==> src/design/rlfwd_pkg.sv <==
// Shared constants, types and helpers for the run-length FIFO with weighted drain.
`timescale 1ns / 1ps

package rlfwd_pkg;

    localparam int RUN_DEPTH = 1024;
    localparam int PTR_W     = (RUN_DEPTH > 1) ? $clog2(RUN_DEPTH) : 1;
    localparam int OCC_W     = $clog2(RUN_DEPTH + 1);
    localparam int VAL_W     = 30;
    localparam int CNT_W     = 30;
    localparam int SUM_W     = 60;
    localparam int ENTRY_W   = VAL_W + CNT_W;

    localparam logic       REQ_PUSH = 1'b0;
    localparam logic       REQ_TAKE = 1'b1;

    localparam logic [1:0] STATUS_OK        = 2'd0;
    localparam logic [1:0] STATUS_FULL      = 2'd1;
    localparam logic [1:0] STATUS_UNDERFLOW = 2'd2;

    // One operation for the multiply-accumulate unit.
    typedef struct packed {
        logic             clear;
        logic             valid;
        logic [VAL_W-1:0] value;
        logic [CNT_W-1:0] units;
    } mac_cmd_t;

    // Advance a ring pointer with wrap at the last slot.
    function automatic logic [PTR_W-1:0] ptr_inc(input logic [PTR_W-1:0] p);
        return (p == PTR_W'(RUN_DEPTH - 1)) ? '0 : p + 1'b1;
    endfunction

endpackage

==> src/design/rlfwd_mac.sv <==
// Multiply-accumulate unit for the drained sum, with operand and product stages ahead of the accumulator.
`timescale 1ns / 1ps

module rlfwd_mac (
    input  logic                     aclk,
    input  logic                     aresetn,
    input  rlfwd_pkg::mac_cmd_t      cmd,
    output logic                     busy,
    output logic [rlfwd_pkg::SUM_W-1:0] acc
);

    logic                          op_vld_reg;
    logic [rlfwd_pkg::VAL_W-1:0]   op_value_reg;
    logic [rlfwd_pkg::CNT_W-1:0]   op_units_reg;
    logic                          prod_vld_reg;
    logic [rlfwd_pkg::SUM_W-1:0]   prod_reg;
    logic [rlfwd_pkg::SUM_W-1:0]   acc_reg;

    // Control valids.
    always_ff @(posedge aclk) begin
        if (!aresetn) begin
            op_vld_reg   <= 1'b0;
            prod_vld_reg <= 1'b0;
        end else begin
            op_vld_reg   <= cmd.valid;
            prod_vld_reg <= op_vld_reg;
        end
    end

    // Operand stage, product stage, accumulate.
    always_ff @(posedge aclk) begin
        if (cmd.valid) begin
            op_value_reg <= cmd.value;
            op_units_reg <= cmd.units;
        end
        if (op_vld_reg) begin
            prod_reg <= rlfwd_pkg::SUM_W'(op_value_reg) * rlfwd_pkg::SUM_W'(op_units_reg);
        end
        if (cmd.clear) begin
            acc_reg <= '0;
        end else if (prod_vld_reg) begin
            acc_reg <= acc_reg + prod_reg;
        end
    end

    assign busy = op_vld_reg | prod_vld_reg;
    assign acc  = acc_reg;

endmodule

==> config.mk <==
export PLATFORM = sky130hd
export DESIGN_NAME = rlfwd_mac
export DESIGN_NICKNAME = d
export VERILOG_FILES = /design/src/design/rlfwd_pkg.sv /design/src/design/rlfwd_mac.sv
export SDC_FILE = /design/constraint.sdc
export NUM_CORES = 2
export LEC_CHECK = 0
export BUFFER_PORTS_ARGS = -buffer_cell sky130_fd_sc_hd__buf_4
export CAP_MARGIN = 20
export CELL_PAD_IN_SITES_DETAIL_PLACEMENT = 1
export CELL_PAD_IN_SITES_GLOBAL_PLACEMENT = 1
export CORE_ASPECT_RATIO = 0.8
export CORE_MARGIN = 4
export CORE_UTILIZATION = 56
export CTS_CLUSTER_DIAMETER = 60
export DETAILED_ROUTE_END_ITERATION = 7
export PLACE_DENSITY = 0.94
export SYNTH_ARGS = -nofsm -noshare
export SYNTH_HDL_FRONTEND = slang
export SYNTH_SLANG_ARGS = --single-unit
==> constraint.sdc <==
create_clock -name aclk -period 16.59 [get_ports aclk]
set_clock_uncertainty 0.2 [all_clocks]
set_input_delay 2.4885 -clock aclk [delete_from_list [all_inputs] [get_ports aclk]]
set_output_delay 2.4885 -clock aclk [all_outputs]
set_load 0.1 [all_outputs]
==> run_results.csv <==
group,metric,value,unit
synth,syn-num-nets,5241,
critical_path,crit_slowest_cell,"edfxtp_1",
hold_path,whs_path_depth,2,
cts,clkSinkCount,182,
floorplan,rows,85,
grt,track_usage,38.62,%
detailed_routing,drt_wl_total,138500,um
floorplan,initial_core_util,56.83,%
layout,nets,5209,
sta,tightest_slew,1.234,ns
floorplan,core,67530,um^2
hold_path,min_to,"acc[59]$_SDFFE_PP0P_",
synth,synth_area_leaders,"fa_1 41%, ha_1 10%, edfxtp_1 9.4%, and2_1 8.7%, inv_1 7.8%",
critical_path,cp_max_fo,30,
sta,fmax,0.1038,GHz
cts,clk_pin_slew_worst_paths,0.10,ns
synth,synth_warnings,0,
critical_path,critPathMaxStageDelay,1.04,ns
layout,finalInstanceArea,40630,um^2
sta,hold_ws,0.3005,ns
synth,postSynth.asyncResetShare,0,%
grt,grt_pass1_wl,212100,um
synth,ys.flop_type,"edfxtp_1",
detailed_routing,wl_per_cell,27.78,um
cts,cts_made_buffers,17,
sta,tns,0,ns
critical_path,critPathKind,"reg2reg",
sta,finalHoldViolations,0,
cts,clk_path_buf_depth,2,
grt,grt_start_max_net_pins,62,
cts,htree_num_levels,4,
sta,finalSetupViolCount,0,
floorplan,die_w,300.7,um
sta,fin_crit_sh,58.06,%
synth,synth-edff-count,120,
critical_path,crit_path_frequent_cell,"fa_1",
grt,antenna_found_initial,5,
status,status,"finished clean",
placement,gp_congestion,0.9134,
critical_path,r2r_cells,26,
critical_path,worstSetupStartpointType,"register",
sta,maxSlewHeadroom,17.70,%
cts,cts_root_buffer,"clkbuf_16",
grt,grt_use_met1,40.99,%
layout,layout-drive-gt1-share,5.651,%
layout,final_core_util,60.16,%
hold_path,worstHoldStart,"acc[59]$_SDFFE_PP0P_",
synth,ys_seq_area_share,12.62,%
critical_path,reg2reg_slack,6.96,ns
detailed_routing,num_vias,31070,
grt,gr-total-overflow,0,
sta,slew_violations,0,
synth,synth_top_area_cell,"fa_1",
cts,hold_buffers,0,
hold_path,hold_path_class,"reg2reg",
detailed_routing,drt.antenna.violating_nets,0,
grt,grt_pass1_vias,37070,
synth,avgSynthCellArea,9.386,um^2
critical_path,r2r-end,"prod_reg[59]$_DFFE_PP_",
critical_path,cp.required,16.68,ns
layout,syn2layout_area_growth,5.862,%
cts,ctsResizeCount,0,
placement,dp_hpwl,105100,um
sta,rsz0062_at_grt,"false",
detailed_routing,first_iter_violations,2453,
placement,port_buffers,124,
sta,fin_crit,9.632,ns
flow_run,drv_cap,0,
synth,synthCells,4089,
grt,grtUsageMet3,8.377,%
cts,cts_setup_buffers,0,
cts,worstSkewPairLatency,0.55,ns
floorplan,die_area,72810,um^2
critical_path,cp_data_arrival_time,9.72,ns
grt,gr-usage-met2,65.94,%
cts,cts_tree,"done",
placement,place_area,40030,um^2
critical_path,reg2reg_from,"op_units_reg[3]$_DFFE_PP_",
synth,synth_cell_types,61,
detailed_routing,first_pass_iters,8,
synth,synth_top_area_share,40.74,%
detailed_routing,via_per_inst,6.231,
critical_path,end_kind,"register",
floorplan,dieHeight,242.2,um
detailed_routing,drc,0,
synth,syn_area,38380,um^2
floorplan,io_pins,125,
grt,grt_most_used_layer,"met2",
synth,synth-seq-cells,182,
cells by family after synthesis:
kind of cell	count (synthesis)	share of synthesized area (%)
buffers and inverters	1030	10.07
flip-flops	182	12.62
XOR/XNOR	112	2.556
AND/OR/NAND/NOR	1239	16.32
AO/OA/AOI/OAI	395	6.560
adder cells (fa/ha/maj)	1088	50.75
multiplexers	43	1.122
placed cells by master, fill, tap and decap left out, types with 9 or more instances in the layout:
cell / Yosys / final
inv_1: 797 / 797
fa_1: 781 / 781
and2_1: 532 / 532
nand2_1: 463 / 463
ha_1: 307 / 307
buf_4: 0 / 181
a21oi_1: 135 / 135
nor2_1: 126 / 126
edfxtp_1: 120 / 120
o21ai_0: 71 / 71
a21o_1: 67 / 67
xnor2_1: 64 / 64
dfxtp_1: 62 / 60
xor2_1: 48 / 48
mux2i_1: 43 / 43
nand4_1: 27 / 27
nand3_1: 18 / 18
clkbuf_16: 0 / 18
o21bai_1: 17 / 17
a31oi_1: 16 / 16
a211oi_1: 15 / 15
nor3_1: 15 / 15
nand2b_1: 15 / 15
nor2b_1: 11 / 11
o21a_1: 9 / 9
o31ai_1: 9 / 9
cell type report:
cell class              count  area [um^2]
diodes                      3        7.507
clock buffers              19        454.2
multi-input cells        2877        29670
fillers                  7529        26910
inverters                 797         2992
well taps                 913         1142
repair buffers            182         1386
clock inverters            13        131.4
flip-flops and latches    182         4847
worst max-delay path: cells and delay by family (launching register included):
family	cells	cell delay, ns
AO/OA/AOI/OAI	8	2.34
XOR/XNOR	1	0.10
adder cells (fa/ha/maj)	9	4.43
buffers and inverters	5	0.42
flip-flops	1	1.04
AND/OR/NAND/NOR	3	0.82
stage by stage:
stage,worst slack (ns),instances
after floorplan,8.701,4089
after global placement,7.949,4950
after detailed placement,7.277,4951
after CTS,7.135,4983
after global routing,6.714,4983
final,6.958,4986
how the worst max path moves through the flow:
stage / startpoint / slack, ns / to / cells after the start
floorplan: op_units_reg[3]$_DFFE_PP_ / 8.70 / prod_reg[59]$_DFFE_PP_ / 27
global placement: op_units_reg[9]$_DFFE_PP_ / 7.95 / prod_reg[59]$_DFFE_PP_ / 26
detailed placement: op_units_reg[3]$_DFFE_PP_ / 7.28 / prod_reg[59]$_DFFE_PP_ / 26
CTS: op_units_reg[3]$_DFFE_PP_ / 7.13 / prod_reg[59]$_DFFE_PP_ / 26
global route: op_units_reg[3]$_DFFE_PP_ / 6.71 / prod_reg[59]$_DFFE_PP_ / 26
finish: op_units_reg[3]$_DFFE_PP_ / 6.96 / prod_reg[59]$_DFFE_PP_ / 26
cell usage after synthesis (3+ instances only):
cell type  number
nor4_1          3
buf_1           4
nand4_1        27
o31ai_1         9
a211o_1         7
and4_1          3
a211oi_1       15
a21oi_1       135
o21a_1          9
o211ai_1        6
a31o_2          3
or3_1           3
nor2_1        126
nand2b_1       15
nand2_1       463
o22ai_1         5
o2111ai_1       4
and2_1        532
xnor2_1        64
mux2i_1        43
nand3_1        18
o21bai_1       17
clkbuf_1      229
and3_1          7
ha_1          307
or2_2           6
a21boi_0        4
fa_1          781
a31oi_1        16
a221oi_1        4
o41ai_1         3
edfxtp_1      120
inv_1         797
xor2_1         48
dfxtp_1        62
nor3_1         15
a21o_1         67
nor2b_1        11
o21ai_0        71
routing by layer:
layer | vias up | wire [um]
met2 | 1959 | 68740
li1 | 12370 | -
met4 | 0 | 13100
met3 | 862 | 11410
met5 | - | 0
met1 | 15880 | 45240
Power is not shown: default switching activity piles up to over one toggle a cycle in this logic, so the estimate is an artifact.
