**src/design/rlfwd_ram.sv**
```systemverilog
// Generic single-write, single-read synchronous RAM with registered read data.
`timescale 1ns / 1ps

module rlfwd_ram #(
    parameter int DATA_W = 8,
    parameter int DEPTH  = 16,
    parameter int ADDR_W = 4
) (
    input  logic              aclk,
    input  logic              wr_en,
    input  logic [ADDR_W-1:0] wr_addr,
    input  logic [DATA_W-1:0] wr_data,
    input  logic              rd_en,
    input  logic [ADDR_W-1:0] rd_addr,
    output logic [DATA_W-1:0] rd_data
);

    logic [DATA_W-1:0] mem [DEPTH];
    logic [DATA_W-1:0] rd_data_reg;

    always_ff @(posedge aclk) begin
        if (wr_en) begin
            mem[wr_addr] <= wr_data;
        end
    end

    always_ff @(posedge aclk) begin
        if (rd_en) begin
            rd_data_reg <= mem[rd_addr];
        end
    end

    assign rd_data = rd_data_reg;

endmodule

```
**config.mk**
```make
export PLATFORM = sky130hd
export DESIGN_NAME = rlfwd_ram
export DESIGN_NICKNAME = d
export VERILOG_FILES = /design/src/design/rlfwd_ram.sv
export SDC_FILE = /design/constraint.sdc
export NUM_CORES = 1
export LEC_CHECK = 0
export BUFFER_PORTS_ARGS = -buffer_cell sky130_fd_sc_hd__clkbuf_2
export CORE_ASPECT_RATIO = 1.75
export CORE_MARGIN = 1
export CORE_UTILIZATION = 30
export CTS_CLUSTER_SIZE = 40
export DETAILED_ROUTE_END_ITERATION = 10
export PLACE_DENSITY = 0.54
export SLEW_MARGIN = 20
export SYNTH_ARGS = -nofsm -noshare
export SYNTH_HDL_FRONTEND = slang
export SYNTH_SLANG_ARGS = --single-unit
```
**constraint.sdc**
```tcl
create_clock -name aclk -period 1.8 [get_ports aclk]
set_clock_uncertainty 0.15 [all_clocks]
set_input_delay 0.18 -clock aclk [delete_from_list [all_inputs] [get_ports aclk]]
set_output_delay 0.18 -clock aclk [all_outputs]
set_load 0.05 [all_outputs]
```
==> metrics.txt, run 1 <==
data required time at the worst endpoint 1800 ps; Final setup violation count 0; CP max-delay cell sky130_fd_sc_hd__mux4_1; synthesis-stage register bit count 136; Distinct cells, synth 18; Port Buffer Count 26; root buf cell sky130_fd_sc_hd__clkbuf_16; worst skew pair latency 410 ps; detailed-route via count 2428; total CTS buffers 17; average via count per standard cell 4.58; footprint of the multi-input gates 0.00106 mm²; final critical-path share of the clock period 92.5%; utilization of the core after routing 37.5%; instance count of the mapped netlist 229; worst setup margin 135 ps; Sequential Area 0.00408 mm²; crit path time final 1670 ps; number of flip-flops in the largest register 128; worst max-slew margin expressed relative to the limit 73.6%; number of warnings printed during yosys synthesis 0; crit start category register; Non-Filler Cell Area, Final 0.00638 mm²; area of placed instances 0.00578 mm²; fill count 1612; height of the die 177 µm; share of synthesized area occupied by flip-flops and latches 78.1%; area enclosed by the die boundary 0.0180 mm²; average instance area after synthesis 22.8 µm²; number of sinks handled by clock tree synthesis 136; hold crit path type in -> reg; status complete, no violations; starting density of the core 30.7%; data arrival at the endpoint of the critical path 1660 ps; number of nets still failing antenna checks after routing 0; final WL 10300 µm; number of remaining DRC errors 0; Syn Nets 248; summed negative setup slack over all endpoints 0 ps; Setup Slack @ Placement -114 ps; post-CTS resize count 0; class of the most critical setup path reg -> reg; actual transition at the worst max-transition pin 395 ps; combined global-route utilization of all metal layers 12.8%; fraction of final layout cells sized beyond drive strength 1 33.3%; wire length of the first global-routing pass 15900 µm; clock tree from TritonCTS built; worst hold slack 10.8 ps; largest net degree at the start of global routing 20; Final HPWL DP 7280 µm; top achievable clock speed 600 MHz; Site Rows 63; hold violation count in the final report 0; leakage power 0.00215 µW; number of nets in the finished design 309; critical path capture point type register; largest fanout of any net on the critical path 1; max-slew violation count 0; count of buffers added by post-CTS timing repair for setup 0; core area 0.0170 mm²; overall overflow remaining after global route 0; chip width 102 µm; Max clock buf depth 2; power density cells 1170 mW/mm²; post-synthesis instance area 0.00523 mm²; count of routing violations after the opening detailed-route iteration 179; total of hold buffers inserted after clock tree synthesis 0; I/O pin total 27; detailed-router iteration count before antenna repair 4; family of cells with the greatest summed delay on the critical path multiplexers; final RePlAce weighted congestion 0.697; via count of the first global-routing pass 2708; Syn-to-layout area delta 22.1%; number of maximum-capacitance constraint violations 0; Diodes inserted 0; Reg clk slew, reported paths 60 ps; largest vdd supply drop 0.560 mV; unrepaired setup endpoints after global routing no; antenna violations before repair 0; number of buffers and inverters on the critical path 0; CTS H-tree depth 4; peak per-stage delay on the critical path 530 ps; final routed wire length divided by cell count 19.5 µm; worst path cell trace mux4_1 -> a22oi_1 -> nand2_1
-- worst reg2reg max path: stages (launching register included) --
cell                       delay [ps]
sky130_fd_sc_hd__edfxtp_1         370
sky130_fd_sc_hd__mux4_1           530
sky130_fd_sc_hd__a22oi_1          250
sky130_fd_sc_hd__nand2_1          110
-- cell usage in the layout, fill, tap and decap left out, drive strengths merged --
cell	Yosys	final
a22oi	16	16
and2	1	1
and2b	1	1
buf	7	26
bufinv	0	3
clkbuf	0	43
clkinv	0	9
clkinvlp	0	2
edfxtp	136	136
inv	0	1
mux4	32	32
nand2	9	9
nand2b	2	2
nand3	1	1
nand3b	2	2
nor2	13	13
nor2b	1	1
nor3	4	4
or3b	1	1
-- layout make-up --
type                       instances  share of cell area [%]
multi-input combinational         83                    16.6
tap                              227                    4.45
timing repair buffer              52                    5.49
clock inverter                    15                    2.78
sequential                       136                    64.0
clock buffer                      17                    6.66
-- synthesized netlist by cell type --
cell	instances	area share (%)
sky130_fd_sc_hd__nor2b_1	1	0.12
sky130_fd_sc_hd__buf_6	3	0.65
sky130_fd_sc_hd__buf_2	3	0.29
sky130_fd_sc_hd__buf_4	1	0.14
sky130_fd_sc_hd__clkdlybuf4s25_2	3	0.57
sky130_fd_sc_hd__nand3b_1	2	0.29
sky130_fd_sc_hd__or3b_2	1	0.17
sky130_fd_sc_hd__mux4_1	14	7.0
sky130_fd_sc_hd__nand3_1	1	0.096
sky130_fd_sc_hd__a22oi_1	16	2.3
sky130_fd_sc_hd__mux4_2	18	7.8
sky130_fd_sc_hd__nor3_1	4	0.38
sky130_fd_sc_hd__nand2_1	9	0.65
sky130_fd_sc_hd__nor2_1	13	0.93
sky130_fd_sc_hd__edfxtp_1	136	78
sky130_fd_sc_hd__and2_1	1	0.12
sky130_fd_sc_hd__nand2b_1	2	0.24
sky130_fd_sc_hd__and2b_1	1	0.14
-- report_power, final --
group	internal, µW	total, µW	switching (µW)
clock network	2180	3490	1310
registers	3570	3590	18.6
logic	148	383	235
total	5900	7460	1570
-- final timing paths --
kind	slack, ps	depth (start not counted)	start	to
worst min-delay path	10	1	rd_en	rd_data[2]
worst max-delay path	130	3	mem[1][5]	rd_data[5]
worst min register to register	600	3	mem[15][0]	rd_data[0]
worst max register to register	130	3	mem[1][5]	rd_data[5]
-- layer usage --
metal / wire [µm] / global-route usage, % / vias up
met3: 275 / 2.57 / 17
li1: - / - / 1104
met1: 3810 / 13.5 / 1250
met5: 0 / 0 / -
met2: 5990 / 23.5 / 57
met4: 256 / 6.16 / 0
-- cell families (layout without fill, tap and decap cells) --
| logic type | count (synthesis) | after routing | share of synthesized area, % |
|---|---|---|---|
| DFF | 136 | 136 | 78.1 |
| and+or+nand+nor | 35 | 35 | 3.14 |
| muxes | 32 | 32 | 14.8 |
| AOI/OAI and AO/OA | 16 | 16 | 2.30 |
| buffers and inverters | 10 | 84 | 1.65 |
-- metrics by stage --
step                      total power [µW]  std cells
after floorplan                       3880        229
after global placement                4040        498
after detailed placement              4050        498
after CTS                             7540        530
after global routing                  7700        530
final                                 7460        530
No activity file was read; power rests on OpenSTA's default activity.
==> run 2, diff against run 1 <==
- BUFFER_PORTS_ARGS: -buffer_cell sky130_fd_sc_hd__clkbuf_2 -> -buffer_cell sky130_fd_sc_hd__buf_2
==> metrics.txt, run 2 (same netlist as run 1, synthesis figures left out) <==
final WL 10200 µm (was 10300 µm); hold crit path type in -> reg (unchanged); largest vdd supply drop 0.688 mV (was 0.560 mV); status complete, no violations (unchanged); core area 0.0170 mm² (unchanged); hold violation count in the final report 0 (unchanged); Final setup violation count 0 (unchanged); worst max-slew margin expressed relative to the limit 74.2% (was 73.6%); CTS H-tree depth 4 (unchanged); placed cell count 499 (was 498); post-CTS resize count 0 (unchanged); critical path capture point type register (unchanged); number of remaining DRC errors 0 (unchanged); area enclosed by the die boundary 0.0180 mm² (unchanged); Reg clk slew, reported paths 60 ps (about the same); footprint of the multi-input gates 0.00106 mm² (unchanged); height of the die 177 µm (unchanged); Diodes inserted 0 (unchanged); crit path time final 1610 ps (was 1670 ps); worst skew pair latency 410 ps (about the same); utilization of the core after routing 38.1% (was 37.5%); Syn-to-layout area delta 24.2% (was 22.1%); antenna violations before repair 0 (unchanged); Port Buffer Count 26 (unchanged); fill count 1581 (was 1612); clock tree from TritonCTS built (unchanged); number of nets in the finished design 312 (was 309); class of the most critical setup path reg -> reg (unchanged); Final Instance Count excl. Fillers 533 (was 530); root buf cell sky130_fd_sc_hd__clkbuf_16 (unchanged); total of hold buffers inserted after clock tree synthesis 1 (was 0); detailed-route via count 2413 (was 2428); final RePlAce weighted congestion 0.721 (was 0.697); unrepaired setup endpoints after global routing no (unchanged); power density cells 1210 mW/mm² (was 1170 mW/mm²); data required time at the worst endpoint 1800 ps (about the same); overall overflow remaining after global route 0 (unchanged); leakage power 0.00219 µW (was 0.00215 µW); number of sinks handled by clock tree synthesis 136 (unchanged); Site Rows 63 (unchanged); detailed-router iteration count before antenna repair 4 (unchanged); starting density of the core 30.7% (unchanged); worst path cell trace mux4_1 -> a22oi_1 -> nand2_1 (unchanged); number of flip-flops in the largest register 128 (unchanged); crit start category register (unchanged); Sequential Area 0.00408 mm² (unchanged); number of nets still failing antenna checks after routing 0 (unchanged); via count of the first global-routing pass 2710 (was 2708); top library cells by usage in the layout, fill and taps aside sky130_fd_sc_hd__edfxtp_1 (136), sky130_fd_sc_hd__buf_2 (26), sky130_fd_sc_hd__buf_4 (24) (was sky130_fd_sc_hd__edfxtp_1 (136), sky130_fd_sc_hd__clkbuf_2 (26), sky130_fd_sc_hd__buf_4 (24)); I/O pin total 27 (unchanged); total CTS buffers 17 (unchanged); data arrival at the endpoint of the critical path 1610 ps (was 1660 ps); peak per-stage delay on the critical path 500 ps (was 530 ps); wire length of the first global-routing pass 15700 µm (was 15900 µm); fraction of final layout cells sized beyond drive strength 1 33.7% (was 33.3%); number of maximum-capacitance constraint violations 0 (unchanged); average via count per standard cell 4.53 (was 4.58); top achievable clock speed 621 MHz (was 600 MHz); max-slew violation count 0 (unchanged); most common cell after layout, fill and taps aside sky130_fd_sc_hd__edfxtp_1 (unchanged); count of buffers added by post-CTS timing repair for setup 0 (unchanged); final critical-path share of the clock period 89.4% (was 92.5%); Final Power 7880 µW (was 7460 µW); largest net degree at the start of global routing 33 (was 20); actual transition at the worst max-transition pin 387 ps (was 395 ps); largest fanout of any net on the critical path 1 (unchanged); CP max-delay cell sky130_fd_sc_hd__mux4_1 (unchanged); number of buffers and inverters on the critical path 0 (unchanged); combined global-route utilization of all metal layers 12.7% (was 12.8%); final routed wire length divided by cell count 19.2 µm (was 19.5 µm); family of cells with the greatest summed delay on the critical path multiplexers (unchanged); Max clock buf depth 2 (unchanged); Final HPWL DP 7330 µm (was 7280 µm); chip width 102 µm (unchanged); count of routing violations after the opening detailed-route iteration 186 (was 179)
==> run 2: changes by cell type in the layout (fill, tap and decap cells not counted), sizes merged <==
cell	delta
clkbuf	-25
bufinv	+3
clkinv	-6
dlygate4sd3	+2
buf	+27
inv	+2
==> run 2: final cells by class <==
| type | instances | area share (%) |
|---|---|---|
| flip-flops and latches | 136 | 62.9 |
| multi-input cells | 83 | 16.4 |
| clock buffers | 18 | 6.61 |
| repair buffers | 55 | 6.01 |
| well taps | 227 | 4.37 |
| clock inverters | 14 | 3.78 |
==> run 2: metal layers <==
metal,GRT usage (%),share of wire [%],vias up
li1,-,-,1113
met1,12.9,36,1248
met2,23.8,60,47
met3,3.28,3.0,5
met4,5.13,1.2,0
met5,0,0,-
==> run 2: worst reg2reg max path, cell delays in order, from the launching register on <==
cell	delay, ps
sky130_fd_sc_hd__edfxtp_1	370
sky130_fd_sc_hd__mux4_1	500
sky130_fd_sc_hd__a22oi_1	230
sky130_fd_sc_hd__nand2_1	100
==> run 2: power breakdown <==
part	leakage (µW)	switching [µW]	total, µW	internal, µW
Sequential	0.00124	17.6	3590	3570
Combinational	0.000637	235	391	156
Clock	0.000321	1290	3900	2610
Total	0.00219	1540	7880	6340
==> run 2: worst paths after layout <==
check	start	depth (start not counted)	to	slack [ps]
max	mem[0][2]	3	rd_data[2]	190
min	wr_data[1]	1	mem[10][1]	10
max reg2reg	mem[0][2]	3	rd_data[2]	190
min reg2reg	mem[15][0]	3	rd_data[0]	590
==> run 2: metrics by stage <==
step           hold slack, ps  TNS [ps]  cell area, µm²  setup slack [ps]
2_1_floorplan             129         0            5230               188
3_3_place_gp              402      -138            5800             -63.3
3_5_place_dp              409      -137            5800             -38.0
4_1_cts                 0.479         0            6480               173
5_1_grt                  7.19         0            6490              90.5
6_report                 9.82         0            6490               190
==> run 3, diff against run 2 <==
- BUFFER_PORTS_ARGS: -buffer_cell sky130_fd_sc_hd__buf_2 -> not set
- DONT_BUFFER_PORTS: not set -> 1
- PLACE_DENSITY: 0.54 -> 0.53
==> metrics.txt, run 3 (same netlist as run 1, synthesis figures left out) <==
clock tree from TritonCTS built (unchanged); number of nets in the finished design 290 (was 312); CP max-delay cell sky130_fd_sc_hd__dlygate4sd3_1 (was sky130_fd_sc_hd__mux4_1); hold violation count in the final report 0 (unchanged); I/O pin total 27 (unchanged); detailed-router iteration count before antenna repair 4 (unchanged); Reg clk slew, reported paths 60 ps (about the same); leakage power 0.00206 µW (was 0.00219 µW); top achievable clock speed 602 MHz (was 621 MHz); Diodes inserted 0 (unchanged); number of remaining DRC errors 0 (unchanged); fill count 1598 (was 1581); antenna violations before repair 0 (unchanged); number of nets still failing antenna checks after routing 0 (unchanged); final critical-path share of the clock period 92.2% (was 89.4%); data arrival at the endpoint of the critical path 1680 ps (was 1610 ps); peak per-stage delay on the critical path 840 ps (was 500 ps); largest vdd supply drop 0.530 mV (was 0.688 mV); crit start category input pin (was register); overall overflow remaining after global route 0 (unchanged); total CTS buffers 17 (unchanged); unrepaired setup endpoints after global routing no (unchanged); hold depth 3 (was 1); count of routing violations after the opening detailed-route iteration 114 (was 186); largest net degree at the start of global routing 33 (unchanged); number of sinks handled by clock tree synthesis 136 (unchanged); count of buffers added by post-CTS timing repair for setup 0 (unchanged); fraction of final layout cells sized beyond drive strength 1 25.4% (was 33.7%); Final HPWL DP 7120 µm (was 7330 µm); via count of the first global-routing pass 2672 (was 2710); number of maximum-capacitance constraint violations 0 (unchanged); Final setup violation count 0 (unchanged); chip width 102 µm (unchanged); number of gates on the worst path with buffers counted 4 (was 3); height of the die 177 µm (unchanged); family of cells with the greatest summed delay on the critical path buffers and inverters (was multiplexers); critical path capture point type register (unchanged); Port Buffer Count 0 (was 26); Site Rows 63 (unchanged); hold crit path type in -> reg (unchanged); worst hold slack 14.3 ps (was 9.82 ps); data required time at the worst endpoint 1820 ps (was 1800 ps); power density cells 1160 mW/mm² (was 1210 mW/mm²); largest fanout of any net on the critical path 26 (was 1); Final Power 7330 µW (was 7880 µW); status complete, no violations (unchanged); CTS H-tree depth 4 (unchanged); Setup Slack @ Placement 175 ps (was -38.0 ps); final routed wire length divided by cell count 21.5 µm (was 19.2 µm); number of buffers and inverters on the critical path 1 (was 0); number of flip-flops in the largest register 128 (unchanged); combined global-route utilization of all metal layers 13.6% (was 12.7%); summed negative setup slack over all endpoints 0 ps (unchanged); wire length of the first global-routing pass 16600 µm (was 15700 µm); worst path cell trace dlygate4sd3_1 -> mux4_1 -> a22oi_1 -> nand2_1 (was mux4_1 -> a22oi_1 -> nand2_1); top library cells by usage in the layout, fill and taps aside sky130_fd_sc_hd__edfxtp_1 (136), sky130_fd_sc_hd__buf_4 (19), sky130_fd_sc_hd__mux4_2 (18) (was sky130_fd_sc_hd__edfxtp_1 (136), sky130_fd_sc_hd__buf_2 (26), sky130_fd_sc_hd__buf_4 (24)); worst skew pair latency 420 ps (was 410 ps); most common cell after layout, fill and taps aside sky130_fd_sc_hd__edfxtp_1 (unchanged); worst setup margin 140 ps (was 190 ps); area enclosed by the die boundary 0.0180 mm² (unchanged); max-slew violation count 0 (unchanged); length in cells of the worst reg-to-reg path 3 (unchanged); worst max-slew margin expressed relative to the limit 61.1% (was 74.2%); starting density of the core 30.7% (unchanged); average via count per standard cell 4.73 (was 4.53); final RePlAce weighted congestion 0.721 (about the same); class of the most critical setup path in -> reg (was reg -> reg); area of placed instances 0.00558 mm² (was 0.00580 mm²); detailed-route via count 2418 (was 2413); final WL 11000 µm (was 10200 µm); actual transition at the worst max-transition pin 581 ps (was 387 ps); root buf cell sky130_fd_sc_hd__clkbuf_16 (unchanged); Max clock buf depth 2 (unchanged); Non-Filler Cell Area, Final 0.00630 mm² (was 0.00649 mm²); Syn-to-layout area delta 20.5% (was 24.2%); crit path time final 1660 ps (was 1610 ps); core area 0.0170 mm² (unchanged)
## run 3: cell count changes in the layout (fill, tap and decap cells not counted), moves of 2 or more
cell,before,now
sky130_fd_sc_hd__buf_12,3,0
sky130_fd_sc_hd__buf_2,26,0
sky130_fd_sc_hd__buf_4,24,19
sky130_fd_sc_hd__bufinv_16,6,1
sky130_fd_sc_hd__clkinv_4,2,0
sky130_fd_sc_hd__dlygate4sd3_1,2,12
sky130_fd_sc_hd__inv_6,2,7
sky130_fd_sc_hd__inv_8,1,4
## run 3: cell type report
class,instances,area (µm²),share of cell area [%]
flip-flops and latches,136,4080,64.8
multi-input cells,83,1060,16.9
clock buffers,17,425,6.75
repair buffers,33,287,4.55
well taps,227,284,4.51
clock inverters,15,156,2.48
## run 3: worst paths after layout
| kind | start | endpoint | slack, ps |
|---|---|---|---|
| hold / removal | rd_addr[1] | rd_data[2] | 10 |
| setup / recovery | rd_addr[1] | rd_data[1] | 140 |
| setup reg to reg | mem[3][6] | rd_data[6] | 160 |
| hold reg to reg | mem[8][5] | rd_data[5] | 610 |
## run 3: worst register-to-register path: stages (launching register included)
cell and delay [ps]:
sky130_fd_sc_hd__edfxtp_1 360, sky130_fd_sc_hd__mux4_2 470, sky130_fd_sc_hd__a22oi_1 280, sky130_fd_sc_hd__nand2_1 120
## run 3: power by group
part | switching (µW) | total [µW] | internal (µW)
combinational | 138 | 267 | 129
clock | 1450 | 3410 | 1960
sequential | 76.0 | 3650 | 3570
total | 1660 | 7330 | 5660
## run 3: metrics by stage
step / std cells / utilization (%)
2_1_floorplan: 229 / -
3_3_place_gp: 466 / 32.8
3_5_place_dp: 466 / 32.8
4_1_cts: 511 / 37.0
5_1_grt: 511 / 37.0
6_report: 511 / 37.0
## run 3: routing by layer
metal	track usage [%]	part of all wire, %	vias up
met4	7.67	2.8	0
met3	3.08	3.5	20
met5	0	0	-
met2	24.0	56	51
met1	14.8	38	1280
li1	-	-	1067
## run 3: repair_timing
item	CTS	global route
gates resized for setup	0	2
hold buffers	13	0
endpoints found under the setup margin	0	8
hold endpoints to repair	165	0
